**config.mk**
```make
export PLATFORM = sky130hd
export DESIGN_NAME = alc_cell
export DESIGN_NICKNAME = d
export VERILOG_FILES = /design/src/hw/rtl/array_list_table_engine_defines.svh /design/src/hw/rtl/alc_pkg.sv /design/src/hw/rtl/alc_cell.sv
export SDC_FILE = /design/constraint.sdc
export NUM_CORES = 1
export LEC_CHECK = 0
export ABC_AREA = 1
export BUFFER_PORTS_ARGS = -buffer_cell sky130_fd_sc_hd__buf_2
export CAP_MARGIN = 20
export CORE_MARGIN = 5
export CORE_UTILIZATION = 47
export CTS_CLUSTER_DIAMETER = 60
export DETAILED_ROUTE_END_ITERATION = 16
export GPL_TIMING_DRIVEN = 0
export PLACE_DENSITY = 0.81
export SLEW_MARGIN = 20
export SYNTH_ARGS = -nofsm -noshare
export SYNTH_HDL_FRONTEND = slang
export SYNTH_SLANG_ARGS = --single-unit
```
**constraint.sdc**
```tcl
create_clock -name clk -period 4.2 [get_ports clk]
set_clock_uncertainty 0.15 [all_clocks]
set_input_delay 0.42 -clock clk [delete_from_list [all_inputs] [get_ports clk]]
set_output_delay 0.42 -clock clk [all_outputs]
set_load 0.05 [all_outputs]
```
**src/hw/rtl/array_list_table_engine_defines.svh**
```systemverilog
// assertion helpers for the array list table engine
// both expect clk and rst to be visible in the module that uses them
`ifndef ARRAY_LIST_TABLE_ENGINE_DEFINES_SVH
`define ARRAY_LIST_TABLE_ENGINE_DEFINES_SVH

// same-cycle implication
`define ALC_ASSERT_IMP(name, ante, cons, msg) \
  name: assert property (@(posedge clk) disable iff (rst) (ante) |-> (cons)) \
    else $error(msg);

// next-cycle implication
`define ALC_ASSERT_NXT(name, ante, cons, msg) \
  name: assert property (@(posedge clk) disable iff (rst) (ante) |=> (cons)) \
    else $error(msg);

`endif

```
**src/hw/rtl/alc_pkg.sv**
```systemverilog
package alc_pkg;

  localparam int CAPACITY = 64;
  localparam int WORD_W   = 32;
  localparam int POS_W    = 6;
  localparam int CNT_W    = 7;
  localparam int OP_W     = 3;

  typedef enum logic [OP_W-1:0] {
    OP_INSERT_AT      = 3'd0,
    OP_DELETE_AT      = 3'd1,
    OP_ORDERED_INSERT = 3'd2,
    OP_REVERSE        = 3'd3,
    OP_CLEAR          = 3'd4,
    OP_READ_AT        = 3'd5
  } op_t;

  typedef enum logic [2:0] {
    CELL_HOLD,
    CELL_INS,
    CELL_DEL,
    CELL_ORD_CMP,
    CELL_ORD_SHIFT,
    CELL_MIRROR,
    CELL_SHIFT_DN
  } cell_op_t;

  // broadcast to every cell of the row
  typedef struct packed {
    cell_op_t                  op;
    logic [POS_W-1:0]          pos;
    logic [CNT_W-1:0]          count;
    logic signed [WORD_W-1:0]  val;
  } cell_ctrl_t;

endpackage

```
**src/hw/rtl/alc_cell.sv**
```systemverilog
module alc_cell (
  input  logic                               clk,
  input  alc_pkg::cell_ctrl_t                ctrl,
  input  logic [alc_pkg::POS_W-1:0]          idx,
  input  logic signed [alc_pkg::WORD_W-1:0]  left_word,
  input  logic signed [alc_pkg::WORD_W-1:0]  right_word,
  input  logic signed [alc_pkg::WORD_W-1:0]  mirror_word,
  input  logic                               s_in,
  input  logic                               below_s,
  output logic signed [alc_pkg::WORD_W-1:0]  word,
  output logic                               s_out,
  output logic signed [alc_pkg::WORD_W-1:0]  sel_word
);

  logic signed [alc_pkg::WORD_W-1:0] word_next;
  logic                              ge;
  logic                              ge_next;
  logic [alc_pkg::CNT_W-1:0]         idx_cnt;
  logic                              live;
  logic                              in_span;

  assign idx_cnt = alc_pkg::CNT_W'(idx);
  assign live    = idx_cnt < ctrl.count;
  assign in_span = idx_cnt <= ctrl.count;

  // high when this word and every live word above it are not below the new value
  assign s_out    = !live || (ge && s_in);
  assign sel_word = (idx == ctrl.pos) ? word : '0;

  always_comb begin
    word_next = word;
    ge_next   = ge;
    unique case (ctrl.op)
      alc_pkg::CELL_HOLD: ;
      alc_pkg::CELL_INS: begin
        if (idx > ctrl.pos) begin
          word_next = left_word;
        end else if (idx == ctrl.pos) begin
          word_next = ctrl.val;
        end
      end
      alc_pkg::CELL_DEL: begin
        if (idx >= ctrl.pos) begin
          word_next = right_word;
        end
      end
      alc_pkg::CELL_ORD_CMP: begin
        ge_next = !(word < ctrl.val);
      end
      alc_pkg::CELL_ORD_SHIFT: begin
        if (in_span) begin
          if (below_s) begin
            word_next = left_word;
          end else if (s_out) begin
            word_next = ctrl.val;
          end
        end
      end
      alc_pkg::CELL_MIRROR:   word_next = mirror_word;
      alc_pkg::CELL_SHIFT_DN: word_next = right_word;
      default: ;
    endcase
  end

  always_ff @(posedge clk) begin
    word <= word_next;
    ge   <= ge_next;
  end

endmodule

```
Word level (Yosys, flattened, before mapping):

Index checks and enable logic that the tools add are counted.

* register bits: 33
* latch bits: 0
* bits in writable memories: 0
* memory bits (read-only): 0
* logic and storage cells: 32
* memories: 0

* $add $sub $neg: 0
* multiply operators: 0
* div/mod/pow operators: 0
* $lt $le $gt $ge: 5
* equality and inequality tests: 11
* shift-type cells: 0
* mux-type cells: 8
* bitwise operators: 0
* reduce and logical (&&, ||, !) cells: 6

Operators by type and width (number)
* 32-bit 2-to-1 mux: 7
* 32-bit one-hot mux with 5 select lines: 1
* 32-bit less-than comparator: 1
* 3-bit == test (second input constant): 3
* 6-bit by 7-bit less-or-equal comparator with 1-bit output: 1
* 6-bit by 7-bit less-than comparator with 1-bit output: 1
* 3-bit by 2-bit == test with 1-bit output (second input constant): 2
* 6-bit == test: 1
* 6-bit greater-or-equal comparator: 1
* 6-bit greater-than comparator: 1
* 3-bit inequality test (second input constant): 2
* 5-bit AND reduction: 1
* 5-bit nonzero test: 1
* 2-bit inequality test (second input constant): 2
* 3-bit by 1-bit == test with 1-bit output (second input constant): 1
* 1-bit logical NOT: 2
* 1-bit logical AND: 1
* 1-bit logical OR: 1

Longest topological paths before layout:

Gate-level depths: netlist of the first run.

* depth after elaboration: 7
* mapped depth: 14

Worst setup path before layout of the first run:

No wires, ideal clock.

* path type: input to register
* start: input ctrl[37] (netlist bit)
* end: register word[0] (netlist bit), enable pin
* library setup time: 0.421 ns
* data arrival time: 3.089 ns
* path slack: 0.540 ns
* cell stages on the path: 10
* path buffers: 0
* cell sequence: inv_1 ha_1 nand2_1 nor3b_1 a21oi_1 nand2_1 nor2_1 nand2_1 o21ai_0 nor2_1

* word-level cells in the longest chain between the ends: 5
* elaborated cells on any way between the ends: 7

RTL lines
* start, declared: RTL line alc_cell.sv:3 `input alc_pkg::cell_ctrl_t ctrl,`
* 6-bit by 7-bit less-than comparator with 1-bit output: RTL line alc_cell.sv:23 `assign live = idx_cnt < ctrl.count;`
* 1-bit logical NOT: RTL line alc_cell.sv:27 `assign s_out = !live || (ge && s_in);`
* 1-bit logical OR: RTL line alc_cell.sv:27
* via s_out: RTL line alc_cell.sv:11 `output logic s_out,`
* 3-bit inequality test (no source line)
* 5-bit AND reduction (no source line)
* end signal, assigned: RTL line alc_cell.sv:66 `word <= word_next;`
* end, declared: RTL line alc_cell.sv:10 `output logic signed [alc_pkg::WORD_W-1:0] word,`

The timed path passes the listed nets, and every way through them passes these cells.
A chain may end at the register's enable or synchronous reset.

Worst setup path after layout of the first run:

* start: input idx[5] (netlist bit)
* end: output sel_word[28] (netlist bit)

* word-level cells in the longest chain between the ends: 2

RTL lines
* start, declared: RTL line alc_cell.sv:4 `input logic [alc_pkg::POS_W-1:0] idx,`
* 6-bit == test: RTL line alc_cell.sv:28 `assign sel_word = (idx == ctrl.pos) ? word : '0;`
* 32-bit 2-to-1 mux: RTL line alc_cell.sv:28
* end, declared: RTL line alc_cell.sv:12 `output logic signed [alc_pkg::WORD_W-1:0] sel_word`

No other way between the ends.

==> out/qor.yml, run 1 <==
logic_synthesis:
  synth_flop_cell: "edfxtp_1"
  ys_ff_latch: 33
  yosys.area_share.xor_xnor_pct: 0
  synth_area_um2: 4130
  synth_cell_types: 29
  avgSynthCellArea_um2: 7.04
  synth-simple-area-share_pct: 27.5
  ys_seq_area_share_pct: 24.0
  synth_warnings: 0
  synthCells: 587
  yosys.area_share.adder_pct: 13.0
  syn_nets: 783
  async_reset_ff_share_pct: 0
  synth_edf_count: 33
  synthMuxAreaShare_pct: 0
  synth_top_family_by_area: "simple AND/OR/NAND/NOR gates"
  synth-compound-area-share_pct: 20.1
power_and_ir_drop:
  powerDensity_nw_per_um2: 264
  peakVddDrop_mv: 0.151
  p_leak_nw: 3.09
grt:
  grt_max_degree: 18
  grt_overflow: 0
  grt_pass1_vias: 5105
  track_usage_pct: 27.1
  antenna_found_initial: 0
  grt_pass1_wl_um: 24100
timing:
  rsz0062_at_grt: "false"
  finalHoldViolCount: 0
  drv_slew: 0
  finalCritPeriodShare_pct: 62.1
  setup_viol: 0
  slew-limit-headroom_pct: 50.6
  worst_pin_slew_ns: 0.741
  min_period_ns: 2.61
  fmax_ghz: 0.384
detailed_routing:
  via_count: 4986
  met2_length_um: 7730
  drt_first_pass_iters: 8
  totalWireLength_um: 15700
  dr_wl_met3_um: 1460
  drt-vias-per-instance: 5.43
  wl_met1_um: 6110
  wl_per_cell_um: 17.0
  drt_iter0_markers: 265
  postRouteAntennaNets: 0
  top_layer: "met4"
  drc: 0
status:
  status: "finished, final reports clean"
setup_path:
  path_common_cell: "buf_2"
  critical_path_buf_inv_count: 3
  path_delay_family: "buffers and inverters"
  crit_path_max_fanout: 10
  crit_slowest_cell: "clkbuf_1"
  crit_arrival_ns: 2.04
  crit_path_cell_trace: "buf_2, ha_1, nand2_2, nor2_4, nand3_4, clkbuf_1, nor2_1, buf_2"
  crit_type: "in2out"
  crit_path_end_kind: "primary output"
  critPathMaxStageDelay_ns: 0.33
  cp-start-kind: "input pin"
  crit_required_ns: 3.63
cells_and_area:
  num_antenna_cells: 0
  fin_nets: 1006
  post-route-util_pct: 63.2
  fin_cells: 919
  drive_gt1_share_pct: 33.2
  syn_to_final_growth_pct: 32.1
  final_common_cell: "buf_2"
  layout_common_cells: "buf_2 (219), nand2_1 (133), inv_1 (120)"
  finalInstanceArea_um2: 5460
clock_tree:
  h-tree-depth: 2
  cts_hold_buf: 0
  root_buffer: "clkbuf_8"
  post-cts-setup-buffers: 0
  cts_tree: "done"
  cts_sinks: 33
  postCtsResizedCells: 0
  cts-buffers-inserted: 5
  clockBufferDepth: 2
  path_clk_slew_ns: 0.07
  clock_latency_ns: 0.30
floorplan:
  die_h_um: 104
  pin_count: 218
  rows: 34
  die_x_um: 104
  fp.dieArea_um2: 10800
  core_um2: 8640
  initial_core_util_pct: 47.9
hold_path:
  hold_class: "in2reg"
job:
  cap_violations: 0
place:
  place_inst: 911
  port-buffer-count: 215
  gp_congestion: 0.876
  hpwlAfterDp_um: 12300
  dpl_cell_area_um2: 5380
## power breakdown
group	switching (mW)	internal, mW	total [mW]
Clock	0.129	0.118	0.248
Combinational	0.488	0.238	0.726
Sequential	0.0384	0.427	0.465
## per-layer routing
| layer | vias to the layer above | track usage (%) |
|---|---|---|
| met5 | - | 0 |
| met4 | 0 | 10.5 |
| met3 | 31 | 4.98 |
| met2 | 286 | 48.6 |
| met1 | 2256 | 31.7 |
| li1 | 2413 | - |
## cell usage after synthesis, types with 6 or more instances
library cell	n	area, µm²
o211ai_2	29	363
clkbuf_1	19	71.3
o21ai_0	10	50.1
edfxtp_1	33	991
buf_6	6	67.6
inv_1	120	450
nand4_1	32	200
nand2_1	133	499
nand3_1	33	165
ha_1	43	538
nor2_1	47	176
a21oi_1	21	105
o211ai_1	31	233
## through the flow
stage          hold slack, ns  total power [mW]  setup WS (ns)  TNS (ns)
2_1_floorplan           0.476             0.948          0.540         0
3_3_place_gp            0.567              1.16         -0.191     -6.05
3_5_place_dp            0.568              1.19           1.35         0
4_1_cts                 0.263              1.43           1.61         0
5_1_grt                 0.263              1.52           1.50         0
6_report                0.266              1.44           1.59         0
## flip-flops by register name, indices dropped and copies added (netlist names)
name,count
word,32
ge,1
## cell type report
type / count / area, µm²
buffer: 32 / 181
inverter: 121 / 454
multi-input combinational: 401 / 2510
sequential: 33 / 991
clock buffer: 8 / 80.1
tap: 108 / 135
timing repair buffer: 216 / 1100
fill: 820 / 3180
## logic make-up (layout without fill, tap and decap cells)
logic type | Yosys count | count (layout)
and+or+nand+nor | 256 | 256
adders and majority gates | 43 | 43
buffers and inverters | 153 | 377
DFF | 33 | 33
AOI/OAI and AO/OA | 102 | 102
## path summary, 6_finish.rpt
| check | slack, ns | cells past startpoint | end | start |
|---|---|---|---|---|
| min reg2reg | 0.73 | 3 | ge$_DFFE_PN_ | word[31]$_DFFE_PP_ |
| max reg2reg | 2.22 | 11 | ge$_DFFE_PN_ | word[5]$_DFFE_PP_ |
| max | 1.59 | 8 | sel_word[28] | idx[5] |
| min | 0.27 | 3 | word[22]$_DFFE_PP_ | right_word[22] |
## worst reg2reg max path, stage by stage, from the launching register on
cell	delay (ns)
edfxtp_1	0.42
ha_1	0.31
a21oi_1	0.16
nor2_1	0.06
nor3_1	0.13
nand2_1	0.09
nand2_1	0.06
nand2_1	0.08
nand2_1	0.09
nand2_1	0.05
nand2_1	0.06
nand2_1	0.06
Power figures use the tool's default switching activity.
==> inputs of run 2 (changes only) <==
--- a/config.mk
+++ b/config.mk
@@ -5,15 +5,15 @@
 export SDC_FILE = /design/constraint.sdc
 export NUM_CORES = 1
 export LEC_CHECK = 0
-export ABC_AREA = 1
+export ABC_AREA = 0
 export BUFFER_PORTS_ARGS = -buffer_cell sky130_fd_sc_hd__buf_2
 export CAP_MARGIN = 20
 export CORE_MARGIN = 5
-export CORE_UTILIZATION = 47
+export CORE_UTILIZATION = 46
 export CTS_CLUSTER_DIAMETER = 60
 export DETAILED_ROUTE_END_ITERATION = 16
 export GPL_TIMING_DRIVEN = 0
-export PLACE_DENSITY = 0.81
+export PLACE_DENSITY = 0.8
 export SLEW_MARGIN = 20
 export SYNTH_ARGS = -nofsm -noshare
 export SYNTH_HDL_FRONTEND = slang
==> constraint.sdc (replaced) <==
create_clock -name clk -period 2.62 [get_ports clk]
set_clock_uncertainty 0.15 [all_clocks]
set_input_delay 0.262 -clock clk [delete_from_list [all_inputs] [get_ports clk]]
set_output_delay 0.262 -clock clk [all_outputs]
set_load 0.05 [all_outputs]
==> out/qor.yml, run 2 <==
timing:
  fmax_ghz: 0.401
  slew-limit-headroom_pct: 43.4  # -7.2 points
  fin_setup_tns_ns: 0  # unchanged
  min_period_ns: 2.49
  setup_viol: 0  # unchanged
  finalCritPeriodShare_pct: 95.1
  worst_pin_slew_ns: 0.849  # +0.109 ns
  whs_ns: 0.140  # -0.126 ns
  rsz0062_at_grt: "false"
  finalHoldViolCount: 0  # unchanged
  drv_slew: 0  # unchanged
cells_and_area:
  final_common_cell: "buf_2"
  fin_nets: 877  # -13%
  drive_gt1_share_pct: 40.6  # +7.4 points
  fillerInstances: 815  # -0.61%
  regMostFlops: "word"
  largest_reg_flops: 32  # unchanged
  fin_cells: 791  # -14%
  top_regs: "word: 32 flops, ge: 1 flops"
  syn_to_final_growth_pct: 35.1
  layout_common_cells: "buf_2 (223), inv_1 (44), ha_1 (43)"
  post-route-util_pct: 62.9  # -0.27 points
  finalInstanceArea_um2: 5410  # -0.92%
clock_tree:
  clock_latency_ns: 0.30  # about the same
  root_buffer: "clkbuf_8"
  cts_tree: "done"
  cts_sinks: 33  # unchanged
  h-tree-depth: 2  # unchanged
  path_clk_slew_ns: 0.08  # about the same
  clockBufferDepth: 2  # unchanged
  cts-buffers-inserted: 5  # unchanged
logic_synthesis:
  synth_warnings: 0  # unchanged
  synthCells: 455  # -22%
  ys_seq_area_share_pct: 24.7  # +0.77 points
  synthMuxAreaShare_pct: 11.1  # +11 points
  synth_top_cell_area_share_pct: 24.8  # +0.77 points
  synth_flop_cell: "edfxtp_1"
  synth.most_common_cell: "inv_1"
  synthTopCellsByArea: "edfxtp_1 (25%), ha_1 (13%), o311ai_2 (9.3%)"
  synth_edf_count: 33  # unchanged
  ys_ff_latch: 33  # unchanged
  yosys.area_share.adder_pct: 13.4  # +0.42 points
  synth_top_family_by_area: "compound AO/OA/AOI/OAI gates"
  async_reset_ff_share_pct: 0  # unchanged
  synth-simple-area-share_pct: 16.4  # -11 points
  yosys.area_share.xor_xnor_pct: 0  # unchanged
  yosys.area.top_type: "edfxtp_1"
  synth.cells.most_frequent: "inv_1 (44), ha_1 (43), nand2_1 (39)"
  synth_area_um2: 4000  # -3.1%
  synth_cell_types: 40  # +38%
  syn_nets: 651  # -17%
  avgSynthCellArea_um2: 8.80  # +25%
  synth-compound-area-share_pct: 26.4  # +6.3 points
setup_path:
  crit_path_end_kind: "primary output"
  worstReg2RegStart: "word[13]$_DFFE_PP_"
  worst_r2r_path_depth: 7  # -4
  reg2reg_slack_ns: 0.15  # -2.07 ns
  crit_type: "in2out"
  crit_required_ns: 2.21  # -1.42 ns
  crit_path_max_fanout: 10  # unchanged
  crit_arrival_ns: 2.08  # +0.04 ns
  crit_path_start: "idx[4]"
  reg2reg_to: "ge$_DFFE_PN_"
  cp-start-kind: "input pin"
  setup.worst_path.end: "sel_word[16]"
place:
  place_inst: 779  # -14%
  hpwlAfterDp_um: 12300  # +0.52%
  gp_congestion: 0.872  # -0.43%
  dpl_cell_area_um2: 5240  # -2.7%
  port-buffer-count: 216  # +0.47%
detailed_routing:
  wl_met1_um: 5620  # -8.1%
  wl_per_cell_um: 19.8  # +16%
  drt_iter0_markers: 206  # -22%
  top_layer: "met4"
  met2_length_um: 8150  # +5.3%
  via_count: 4555  # -8.6%
  drc: 0  # unchanged
  dr_wl_met3_um: 1540  # +5.8%
  drt_first_pass_iters: 5  # -3
  drt-vias-per-instance: 5.76  # +6.1%
  totalWireLength_um: 15600  # -0.11%
  postRouteAntennaNets: 0  # unchanged
grt:
  grt_pass1_vias: 4628  # -9.3%
  grt_pass1_wl_um: 23000  # -4.8%
  track_usage_pct: 28.4  # +1.3 points
  grt_overflow: 0  # unchanged
  antenna_found_initial: 1  # +1
  grt_max_degree: 17  # -1
hold_path:
  hold-path-cell-count: 3  # unchanged
  hold_class: "in2reg"
status:
  status: "finished, final reports clean"
power_and_ir_drop:
  internal_power_mw: 1.36  # +74%
  p_sw_mw: 0.982  # +50%
  comb_power_share_pct: 47.8  # -2.6 points
  p_leak_nw: 2.73  # -11%
  peakVddDrop_mv: 0.229  # +51%
  switching_share_pct: 41.9  # -3.7 points
  powerDensity_nw_per_um2: 433  # +64%
  pwr-share-clk_pct: 21.2  # +4.0 points
  power_frac_seq_pct: 31.0  # -1.3 points
floorplan:
  die_x_um: 103  # -0.46%
  rows: 34  # unchanged
  die_h_um: 103  # -0.46%
  initial_core_util_pct: 46.6  # -1.3 points
  pin_count: 218  # unchanged
  core_um2: 8590  # -0.49%
  fp.dieArea_um2: 10700  # -0.91%
job:
  cap_violations: 0  # unchanged
-- run 2: layer usage --
metal / up-vias / GRT usage, %
li1: 2147 / -
met1: 2143 / 31.1
met2: 237 / 53.3
met3: 28 / 6.24
met4: 0 / 10.1
met5: - / 0
-- run 2: logic make-up (layout without fill, tap and decap cells) --
logic type,after synthesis,after routing
simple gates,127,127
compound gates,133,134
other cells,0,1
fa+ha+maj,43,43
buf+inv,76,302
mux,43,43
flops,33,33
-- run 2: power groups by stage --
stage	Sequential (mW)	Clock, mW	Combinational, mW
after floorplan	0.935	0	0.520
after global placement	0.738	0	1.05
after detailed placement	0.740	0	1.08
after CTS	0.728	0.498	1.10
after global routing	0.734	0.523	1.20
final	0.728	0.497	1.12
-- run 2: worst min path at each step --
| stage | endpoint | slack [ns] | start |
|---|---|---|---|
| 2_1_floorplan | ge$_DFFE_PN_ | 0.31 | ctrl[47] |
| 3_3_place_gp | word[0]$_DFFE_PP_ | 0.44 | right_word[0] |
| 3_5_place_dp | word[0]$_DFFE_PP_ | 0.44 | right_word[0] |
| 4_1_cts | word[28]$_DFFE_PP_ | 0.14 | right_word[28] |
| 5_1_grt | word[8]$_DFFE_PP_ | 0.15 | right_word[8] |
| 6_report | word[28]$_DFFE_PP_ | 0.14 | right_word[28] |
-- run 2: repair_timing --
item | 4_1_cts | 5_1_grt
hold buffers | 0 | 0
pin swaps | 1 | 0
endpoints found under the setup margin | 43 | 33
gates resized for setup | 3 | 1
buffers inserted | 0 | 2
gates cloned | 1 | 0
-- run 2: critical path, cell delays in order --
cell and delay [ns]:
buf_2 0.11, ha_1 0.31, nand4_1 0.17, nor2_2 0.40, clkbuf_2 0.36, and2_1 0.20, buf_2 0.27
-- run 2: final cells by class --
class                      count  area, µm²  share of cell area, %
clock buffer                   6       72.6                   1.34
timing repair buffer         218       1120                   20.7
clock inverter                 2       33.8                  0.625
antenna                        1       2.50                 0.0463
inverter                      44        165                   3.05
multi-input combinational    347       2730                   50.5
sequential                    33        991                   18.3
buffer                        32        154                   2.85
tap                          108        135                   2.50
-- run 2: through the flow --
| stage | power (mW) | worst slack [ns] |
|---|---|---|
| floorplan | 1.45 | 0.00883 |
| global placement | 1.79 | -0.457 |
| detailed placement | 1.82 | -0.506 |
| CTS | 2.32 | 0.0805 |
| global route | 2.46 | 0.0339 |
| finish | 2.34 | 0.127 |
==> inputs of run 3 (changes only) <==
--- a/config.mk
+++ b/config.mk
@@ -8,12 +8,11 @@
 export ABC_AREA = 0
 export BUFFER_PORTS_ARGS = -buffer_cell sky130_fd_sc_hd__buf_2
 export CAP_MARGIN = 20
-export CORE_MARGIN = 5
-export CORE_UTILIZATION = 46
+export CORE_UTILIZATION = 42
 export CTS_CLUSTER_DIAMETER = 60
 export DETAILED_ROUTE_END_ITERATION = 16
 export GPL_TIMING_DRIVEN = 0
-export PLACE_DENSITY = 0.8
+export PLACE_DENSITY = 0.77
 export SLEW_MARGIN = 20
 export SYNTH_ARGS = -nofsm -noshare
 export SYNTH_HDL_FRONTEND = slang
==> constraint.sdc (replaced) <==
create_clock -name clk -period 2 [get_ports clk]
set_clock_uncertainty 0.15 [all_clocks]
set_input_delay 0.2 -clock clk [delete_from_list [all_inputs] [get_ports clk]]
set_output_delay 0.2 -clock clk [all_outputs]
set_load 0.05 [all_outputs]
==> out/qor.yml, run 3 (synthesis results as in run 2) <==
timing:
  finalHoldViolCount: 0  # unchanged
  finalCritPeriodShare_pct: 116
  min_period_ns: 2.32
  setup_slack_ns: -0.319  # -0.446 ns
  rsz0062_at_grt: "true"
  setup_viol: 46  # +46
  drv_slew: 0  # unchanged
  whs_ns: 0.0824  # -0.0580 ns
  worst_pin_slew_ns: 0.859  # +0.00940 ns
  fmax_ghz: 0.431
  slew-limit-headroom_pct: 42.8  # -0.63 points
floorplan:
  pin_count: 218  # unchanged
  die_h_um: 99.6  # -3.5%
  fp.dieArea_um2: 9930  # -7.0%
  core_um2: 9240  # +7.5%
  die_x_um: 99.6  # -3.5%
  rows: 35  # +2.9%
  initial_core_util_pct: 43.3  # -3.3 points
detailed_routing:
  via_count: 4828  # +6.0%
  drt-vias-per-instance: 5.74  # -0.31%
  postRouteAntennaNets: 0  # unchanged
  drt_first_pass_iters: 5  # unchanged
  drc: 0  # unchanged
  wl_per_cell_um: 19.6  # -0.76%
  totalWireLength_um: 16500  # +5.5%
  drt_iter0_markers: 300  # +46%
clock_tree:
  path_clk_slew_ns: 0.07  # about the same
  clockBufferDepth: 2  # unchanged
  cts-buffers-inserted: 5  # unchanged
  root_buffer: "clkbuf_8"
  h-tree-depth: 2  # unchanged
  cts_sinks: 33  # unchanged
  cts_tree: "done"
  clock_latency_ns: 0.29  # about the same
power_and_ir_drop:
  p_leak_nw: 2.98  # +9.0%
  powerDensity_nw_per_um2: 504  # +16%
  power_mw: 3.16  # +35%
  peakVddDrop_mv: 0.266  # +16%
cells_and_area:
  top_regs: "word: 32 flops, ge: 1 flops"
  drive_gt1_share_pct: 49.3  # +8.7 points
  regMostFlops: "word"
  fillerInstances: 725  # -11%
  syn_to_final_growth_pct: 56.7
  final_common_cell: "buf_2"
  layout_common_cells: "buf_2 (180), nand2_1 (39), inv_1 (38)"
  finalInstanceArea_um2: 6270  # +16%
  num_antenna_cells: 0  # -1
  fin_nets: 907  # +3.4%
  largest_reg_flops: 32  # unchanged
setup_path:
  crit_path_cell_trace: "ha_4, a21oi_2, a21boi_1, o21bai_1, a31oi_1, or4b_1, mux2_2"
  path_delay_family: "simple AND/OR/NAND/NOR gates"
  crit_required_ns: 1.89  # -0.32 ns
  critPathMaxStageDelay_ns: 0.49  # +0.09 ns
  worstReg2RegStart: "word[22]$_DFFE_PP_"
  cp-start-kind: "flip-flop"
  critical_path_buf_inv_count: 0  # -3
  crit_path_end_kind: "flip-flop"
  crit_arrival_ns: 2.21  # +0.13 ns
  crit_type: "reg2reg"
  crit_slowest_cell: "or4b_1"
  crit_path_max_fanout: 3  # -7
  crit_path_start: "word[22]$_DFFE_PP_"
grt:
  grt_overflow: 0  # unchanged
  grt_pass1_vias: 4966  # +7.3%
  grt_pass1_wl_um: 24200  # +5.6%
  track_usage_pct: 31.9  # +3.5 points
  antenna_found_initial: 0  # -1
  grt_max_degree: 11  # -6
place:
  dpl_cell_area_um2: 5340  # +1.9%
  gp_congestion: 0.871  # -0.17%
  hpwlAfterDp_um: 11900  # -3.8%
  port-buffer-count: 216  # unchanged
status:
  violations: "negative setup slack"
  status: "finished with violations"
job:
  cap_violations: 0  # unchanged
hold_path:
  hold_start: "right_word[17]"
  hold_class: "in2reg"
==> run 3: cell types whose count changed in the layout (fill, tap and decap cells not counted), sizes merged <==
cell,change
buf,+32
bufinv,-1
clkbuf,-3
clkinv,+2
diode,-1
==> run 3: final cells by class <==
class	instances	area, µm²	share of cell area (%)
clock buffers	5	68.8	1.10
multi-input cells	347	2980	47.6
plain buffers	30	168	2.67
flip-flops and latches	33	991	15.8
repair buffers	250	1710	27.3
well taps	129	161	2.57
inverters	44	175	2.79
clock inverters	3	12.5	0.199
==> run 3: worst paths after layout <==
check / endpoint / slack (ns) / cells after the start
max reg2reg: ge$_DFFE_PN_ / -0.32 / 7
min: word[17]$_DFFE_PP_ / 0.08 / 3
min reg2reg: ge$_DFFE_PN_ / 0.77 / 3
max: ge$_DFFE_PN_ / -0.32 / 7
==> run 3: worst register-to-register path, cell delays in order (launching register included) <==
cell,delay (ns)
edfxtp_1,0.44
ha_4,0.25
a21oi_2,0.12
a21boi_1,0.07
o21bai_1,0.14
a31oi_1,0.12
or4b_1,0.49
mux2_2,0.28
==> run 3: where the power goes <==
group / switching [mW] / internal [mW]
Clock: 0.261 / 0.234
Combinational: 1.01 / 0.689
Sequential: 0.0790 / 0.884
Total: 1.35 / 1.81
==> run 3: per-layer routing <==
layer | global-route usage, % | up-vias | wire length [µm]
met3 | 5.06 | 55 | 1120
met4 | 14.3 | 0 | 588
met5 | 0 | - | 0
met2 | 56.9 | 273 | 8210
met1 | 37.7 | 2298 | 6580
li1 | - | 2202 | -
==> run 3: through the flow <==
step | instances | utilization [%] | setup WS [ns] | setup TNS (ns)
finish | 841 | 67.9 | -0.319 | -3.02
global route | 841 | 67.9 | -0.356 | -4.69
detailed placement | 800 | 57.7 | -1.07 | -57.78
global placement | 800 | 57.7 | -1.06 | -54.35
floorplan | 455 | - | -0.538 | -17.70
CTS | 836 | 66.0 | -0.315 | -1.07
==> run 3: timing repair <==
action                                  4_1_cts  5_1_grt
hold buffers                                  0        0
buffers inserted                             25       10
gates resized for setup                     117       42
endpoints found under the setup margin       69       79
pin swaps                                    20       12
gates cloned                                  3        0
